<file path="src/rtl/dpc_pkg.sv">
// dpc_pkg: types, constants and command codes of the difference pair counter
// depends on nothing; used by every rtl file of the block but dpc_ram
package dpc_pkg;

	localparam int VALUE_W = 30;
	localparam int TOTAL_W = 24;
	localparam int COUNT_W = 13;
	localparam int EPOCH_W = 8;
	localparam int DEFAULT_SLOTS = 4096;

	localparam logic [VALUE_W-1:0] DIFF_RESET = VALUE_W'(1);
	localparam logic [TOTAL_W-1:0] TOTAL_MAX = '1;
	localparam logic [COUNT_W-1:0] COUNT_MAX = '1;

	typedef struct packed {
		logic [VALUE_W-1:0] value;
		logic               last;
	} in_beat_t;

	typedef struct packed {
		logic [TOTAL_W-1:0] pair_count;
		logic               overflow;
	} out_beat_t;

	typedef struct packed {
		logic               vld;
		logic [EPOCH_W-1:0] epoch;
		logic [COUNT_W-1:0] count;
		logic [VALUE_W-1:0] key;
	} slot_t;

	localparam int SLOT_W = $bits(slot_t);

	typedef enum logic [2:0] {
		CMD_NONE,
		CMD_TAKE,
		CMD_START,
		CMD_PROBE,
		CMD_CLEAR,
		CMD_EMIT
	} cmd_op_t;

	typedef enum logic [1:0] {
		KIND_LO,
		KIND_HI,
		KIND_INS
	} probe_kind_t;

	typedef enum logic [2:0] {
		ST_CLEAR,
		ST_IDLE,
		ST_START,
		ST_PROBE,
		ST_EMIT
	} state_t;

	typedef struct packed {
		cmd_op_t     op;
		probe_kind_t kind;
	} dpc_cmd_t;

	typedef struct packed {
		logic key_ok;
		logic done;
		logic clr_last;
		logic last;
		logic out_busy;
		logic epoch_wrap;
	} dpc_stat_t;

endpackage

</file>
<file path="src/rtl/dpc_ctrl.sv">
// dpc_ctrl: sequencer for clear sweep, the two lookups, the insert and the result
// depends on dpc_pkg
module dpc_ctrl
	import dpc_pkg::*;
(
	input  logic      clk,
	input  logic      arst_n,
	input  logic      in_valid,
	output logic      in_ready,
	input  dpc_stat_t stat,
	output dpc_cmd_t  cmd
);

	state_t      state_q, state_d;
	probe_kind_t kind_q, kind_d;

	always_ff @(posedge clk or negedge arst_n) begin
		if (!arst_n) begin
			state_q <= ST_CLEAR;
			kind_q  <= KIND_LO;
		end else begin
			state_q <= state_d;
			kind_q  <= kind_d;
		end
	end

	always_comb begin
		state_d  = state_q;
		kind_d   = kind_q;
		in_ready = 1'b0;
		cmd.op   = CMD_NONE;
		cmd.kind = kind_q;
		unique case (state_q)
			ST_CLEAR: begin
				cmd.op = CMD_CLEAR;
				if (stat.clr_last) begin
					state_d = ST_IDLE;
				end
			end
			ST_IDLE: begin
				in_ready = 1'b1;
				if (in_valid) begin
					cmd.op  = CMD_TAKE;
					kind_d  = KIND_LO;
					state_d = ST_START;
				end
			end
			ST_START: begin
				if (stat.key_ok) begin
					cmd.op  = CMD_START;
					state_d = ST_PROBE;
				end else if (kind_q == KIND_LO) begin
					kind_d = KIND_HI;
				end else begin
					kind_d = KIND_INS;
				end
			end
			ST_PROBE: begin
				cmd.op = CMD_PROBE;
				if (stat.done) begin
					unique case (kind_q)
						KIND_LO: begin
							kind_d  = KIND_HI;
							state_d = ST_START;
						end
						KIND_HI: begin
							kind_d  = KIND_INS;
							state_d = ST_START;
						end
						default: begin
							state_d = stat.last ? ST_EMIT : ST_IDLE;
						end
					endcase
				end
			end
			ST_EMIT: begin
				if (!stat.out_busy) begin
					cmd.op  = CMD_EMIT;
					state_d = stat.epoch_wrap ? ST_CLEAR : ST_IDLE;
				end
			end
			default: begin
				state_d = ST_CLEAR;
			end
		endcase
	end

endmodule

</file>
<file path="config.mk">
export PLATFORM = sky130hd
export DESIGN_NAME = dpc_ctrl
export DESIGN_NICKNAME = d
export VERILOG_FILES = /design/src/rtl/dpc_pkg.sv /design/src/rtl/dpc_ctrl.sv
export SDC_FILE = /design/constraint.sdc
export NUM_CORES = 1
export LEC_CHECK = 0
export BUFFER_PORTS_ARGS = -buffer_cell sky130_fd_sc_hd__clkbuf_2
export CORE_AREA = 2 2 39 41
export DETAILED_ROUTE_END_ITERATION = 7
export DIE_AREA = 0 0 41 43
export SKIP_CTS_REPAIR_TIMING = 1
export SYNTH_ARGS = -nofsm -noshare
export SYNTH_HDL_FRONTEND = slang
export SYNTH_SLANG_ARGS = --single-unit
export TNS_END_PERCENT = 30
</file>
<file path="constraint.sdc">
create_clock -name clk -period 2.88 [get_ports clk]
set_input_delay 0.432 -clock clk [delete_from_list [all_inputs] [get_ports clk]]
set_output_delay 0.432 -clock clk [all_outputs]
set_load 0.02 [all_outputs]
</file>
==> qor.txt <==
Maxcap violations -> 0
Kind of cell adding the most delay to the critical path -> flip-flops
Critical Path RT -> 2.45 ns
Initial core utilization -> 0.262
Hold Crit Class -> input pin to flip-flop
Synth unique cells -> 27
Filler Cells Inserted -> 152
Reg2Reg Launch Point -> state_q[2]
Part of the power in the clock network -> 0.160
Row count -> 14
Mux contribution to synthesized area -> 0.0276
Cell taking the most area after synthesis -> dfrtp_1
Internal power -> 0.000266 W
P_leak -> 0.217 nW
Top-area cell type share of the netlist area -> 0.345
Fraction of power spent switching nets -> 0.463
M1 wire length -> 369 um
Gr ovfl total -> 0
Highest routing layer actually used -> met4
DR iter-0 viols -> 5
Clk_lat worst skew -> 0.24 ns
Max FO, Critical Path -> 10
Ys Warns -> 0
Vias -> 354
Syn Nets -> 51
CP startpoint kind -> flip-flop
Largest stage delay, worst path -> 0.48 ns
Status -> finished clean
Core Area -> 1380 um^2
CTS tree -> built
Simple-Gate Fraction of Synth Area -> 0.290
VDD IR max -> 0.316 mV
Total power -> 0.000495 W
RSZ-0062 raised after global routing -> no
First drt pass iteration count -> 4
Clock tree buffer depth -> 2
Share of post-route cells with drive strength above 1 -> 0.328
GPL Wtd Cong -> 0.691
Cells after DPL -> 69
Post-route setup TNS -> 0 ns
Reg2reg end -> kind_q[0]
CP arrival -> 1.45 ns
Total CTS buffers -> 3
Xor and xnor area share after synthesis -> 0
Post-Synthesis Cells -> 42
Slowest CP cell -> dfrtp_1
Synthesized area -> 363 um^2
Worst Setup SP -> state_q[1]
Layout Cells excl Fill -> 74
Reg2Reg Setup Slack -> 1.60 ns
Via density -> 4.78
Post-synthesis sequential area ratio -> 0.345
Final #Nets -> 68
Sw Pwr -> 0.000229 W
Metal2 WL -> 387 um
Fmax -> 0.531 GHz
Initial antenna violation count -> 0
Post-DP HPWL -> 680 um
Register Area -> 125 um^2
Multi-input gate area -> 205 um^2
Largest net degree at the start of global routing -> 11
Clock root buffer -> clkbuf_4
Worst slew margin -> 0.792
Die height -> 43 um
Final hold vios -> 0
Avg WL per Cell -> 11.2 um
H-tree levels -> 1
Buffers plus inverters on the worst setup path -> 1
Clk sinks -> 5
Chip Width -> 41 um
Global Route Usage Sum -> 0.108
Area contributors post-synth -> dfrtp_1, o32ai_1, nand2_1
Routed wl met3 -> 60 um
Routed WL -> 829 um
Worst-margin pin slew -> 0.312 ns
Max Slew Vio Count -> 0
CP Cell Sequence -> or2_1 > o32ai_1 > clkbuf_2
DRT antenna net count -> 0
#FFs+latches synth -> 5
IO buf count -> 14
Comb pwr share -> 0.520
Worst-path clk slew -> 0.04 ns
Syn avg cell area -> 8.64 um^2
FF-to-FF path depth -> 3
Pwr/cell area -> 1060 nW/um^2
Final clock skew -> 0.00314 ns
Final setup vio count -> 0
IO Count -> 15
Complex-gate fraction of the synthesized area -> 0.248
Crit path time final -> 1.88 ns
N_diodes -> 0
Hold_sp -> stat[2]
First-pass GRT wire length -> 1260 um
Crit end category -> output port
Sequential Power Share -> 0.320
Kind of critical path -> flip-flop to output port
Die area -> 1760 um^2
Synth Area in Adders -> 0
Path length in cells of the critical path -> 3
DRC viols -> 0
Final worst-path cycle share -> 0.654
Vias in the first global route -> 304
Setup crit end -> cmd[2]
Synth-to-layout area growth -> 29.0%
Main combinational cell family by area after synthesis -> simple AND/OR/NAND/NOR gates
-- layout make-up --
class,count,area share
well taps,16,0.0428
clock buffers,4,0.0561
multi-input cells,31,0.439
repair buffers,15,0.171
flip-flops and latches,5,0.267
inverters,3,0.0241
-- stage by stage --
step	area [um^2]	util	hold WS, ns	worst slack, ns
finish	468	0.338	0.459	0.995
global route	468	0.338	0.454	0.914
CTS	458	0.331	-0.00771	0.998
detailed placement	432	0.312	0.255	1.26
global placement	432	0.312	0.258	1.28
floorplan	363	-	0.136	1.12
-- synth_stat cells --
master,n
a21o_1,1
o2bb2ai_1,1
o31ai_1,1
o221a_1,1
o21ai_0,2
buf_6,1
nand2b_1,2
buf_2,2
o21ai_1,1
o221ai_1,1
nor3b_2,1
nand3b_1,1
mux2i_1,1
or2b_1,1
nand4_1,1
nand2_1,4
nand3_1,1
a21oi_1,1
nor2b_1,1
dfrtp_1,5
and2_1,1
or2_4,1
nor2_1,3
inv_1,3
o32ai_1,2
or2_1,1
o311ai_1,1
-- layout by cell type (no fill, tap or decap) --
master,netlist,layout
a21oi_1,1,1
o311ai_1,1,1
clkbuf_1,0,1
nor2b_1,1,1
mux2i_1,1,1
o21ai_1,1,1
a21o_1,1,1
nor3b_2,1,1
dlygate4sd3_1,0,1
clkbuf_4,0,3
nand4_1,1,1
dfrtp_1,5,5
clkbuf_2,0,14
or2b_1,1,1
o2bb2ai_1,1,1
or2_1,1,1
o32ai_1,2,2
o21ai_0,2,2
nand3_1,1,1
o221a_1,1,1
nand3b_1,1,1
nand2b_1,2,2
and2_1,1,1
nand2_1,4,4
inv_1,3,3
o221ai_1,1,1
nor2_1,3,3
o31ai_1,1,1
or2_4,1,1
-- metal layers --
layer | global-route usage | vias up
met5 | 0 | -
met4 | 0.0400 | 0
met3 | 0.0576 | 2
met2 | 0.169 | 12
met1 | 0.117 | 156
li1 | - | 184
-- power by group through the flow --
| stage | clock, W | combinational (W) | sequential [W] |
|---|---|---|---|
| after floorplan | 0 | 0.000221 | 0.000136 |
| after global placement | 0 | 0.000260 | 0.000156 |
| after detailed placement | 0 | 0.000260 | 0.000157 |
| after CTS | 0.0000837 | 0.000261 | 0.000157 |
| after global routing | 0.0000894 | 0.000284 | 0.000166 |
| final | 0.0000793 | 0.000257 | 0.000158 |
-- sequential cells by signal, summed over array words and instances, names as in the netlist --
register	count
kind_q	2
state_q	3
-- worst min-delay path, stage by stage --
cell      delay [ns]
clkbuf_2        0.09
inv_1           0.04
o32ai_1         0.09
-- how the worst min path moves through the flow --
stage / to / slack (ns) / cells past startpoint
2_1_floorplan: kind_q[0] / 0.14 / 0
3_3_place_gp: kind_q[1] / 0.26 / 1
3_5_place_dp: state_q[2] / 0.25 / 1
4_1_cts: state_q[2] / -0.008 / 1
5_1_grt: state_q[2] / 0.45 / 3
6_report: state_q[2] / 0.46 / 3
-- cells by family after synthesis --
logic type / count (synthesis)
AOI/OAI and AO/OA: 12
buffers and inverters: 6
DFF: 5
muxes: 1
and+or+nand+nor: 18
(Power assumes the default switching activity.)
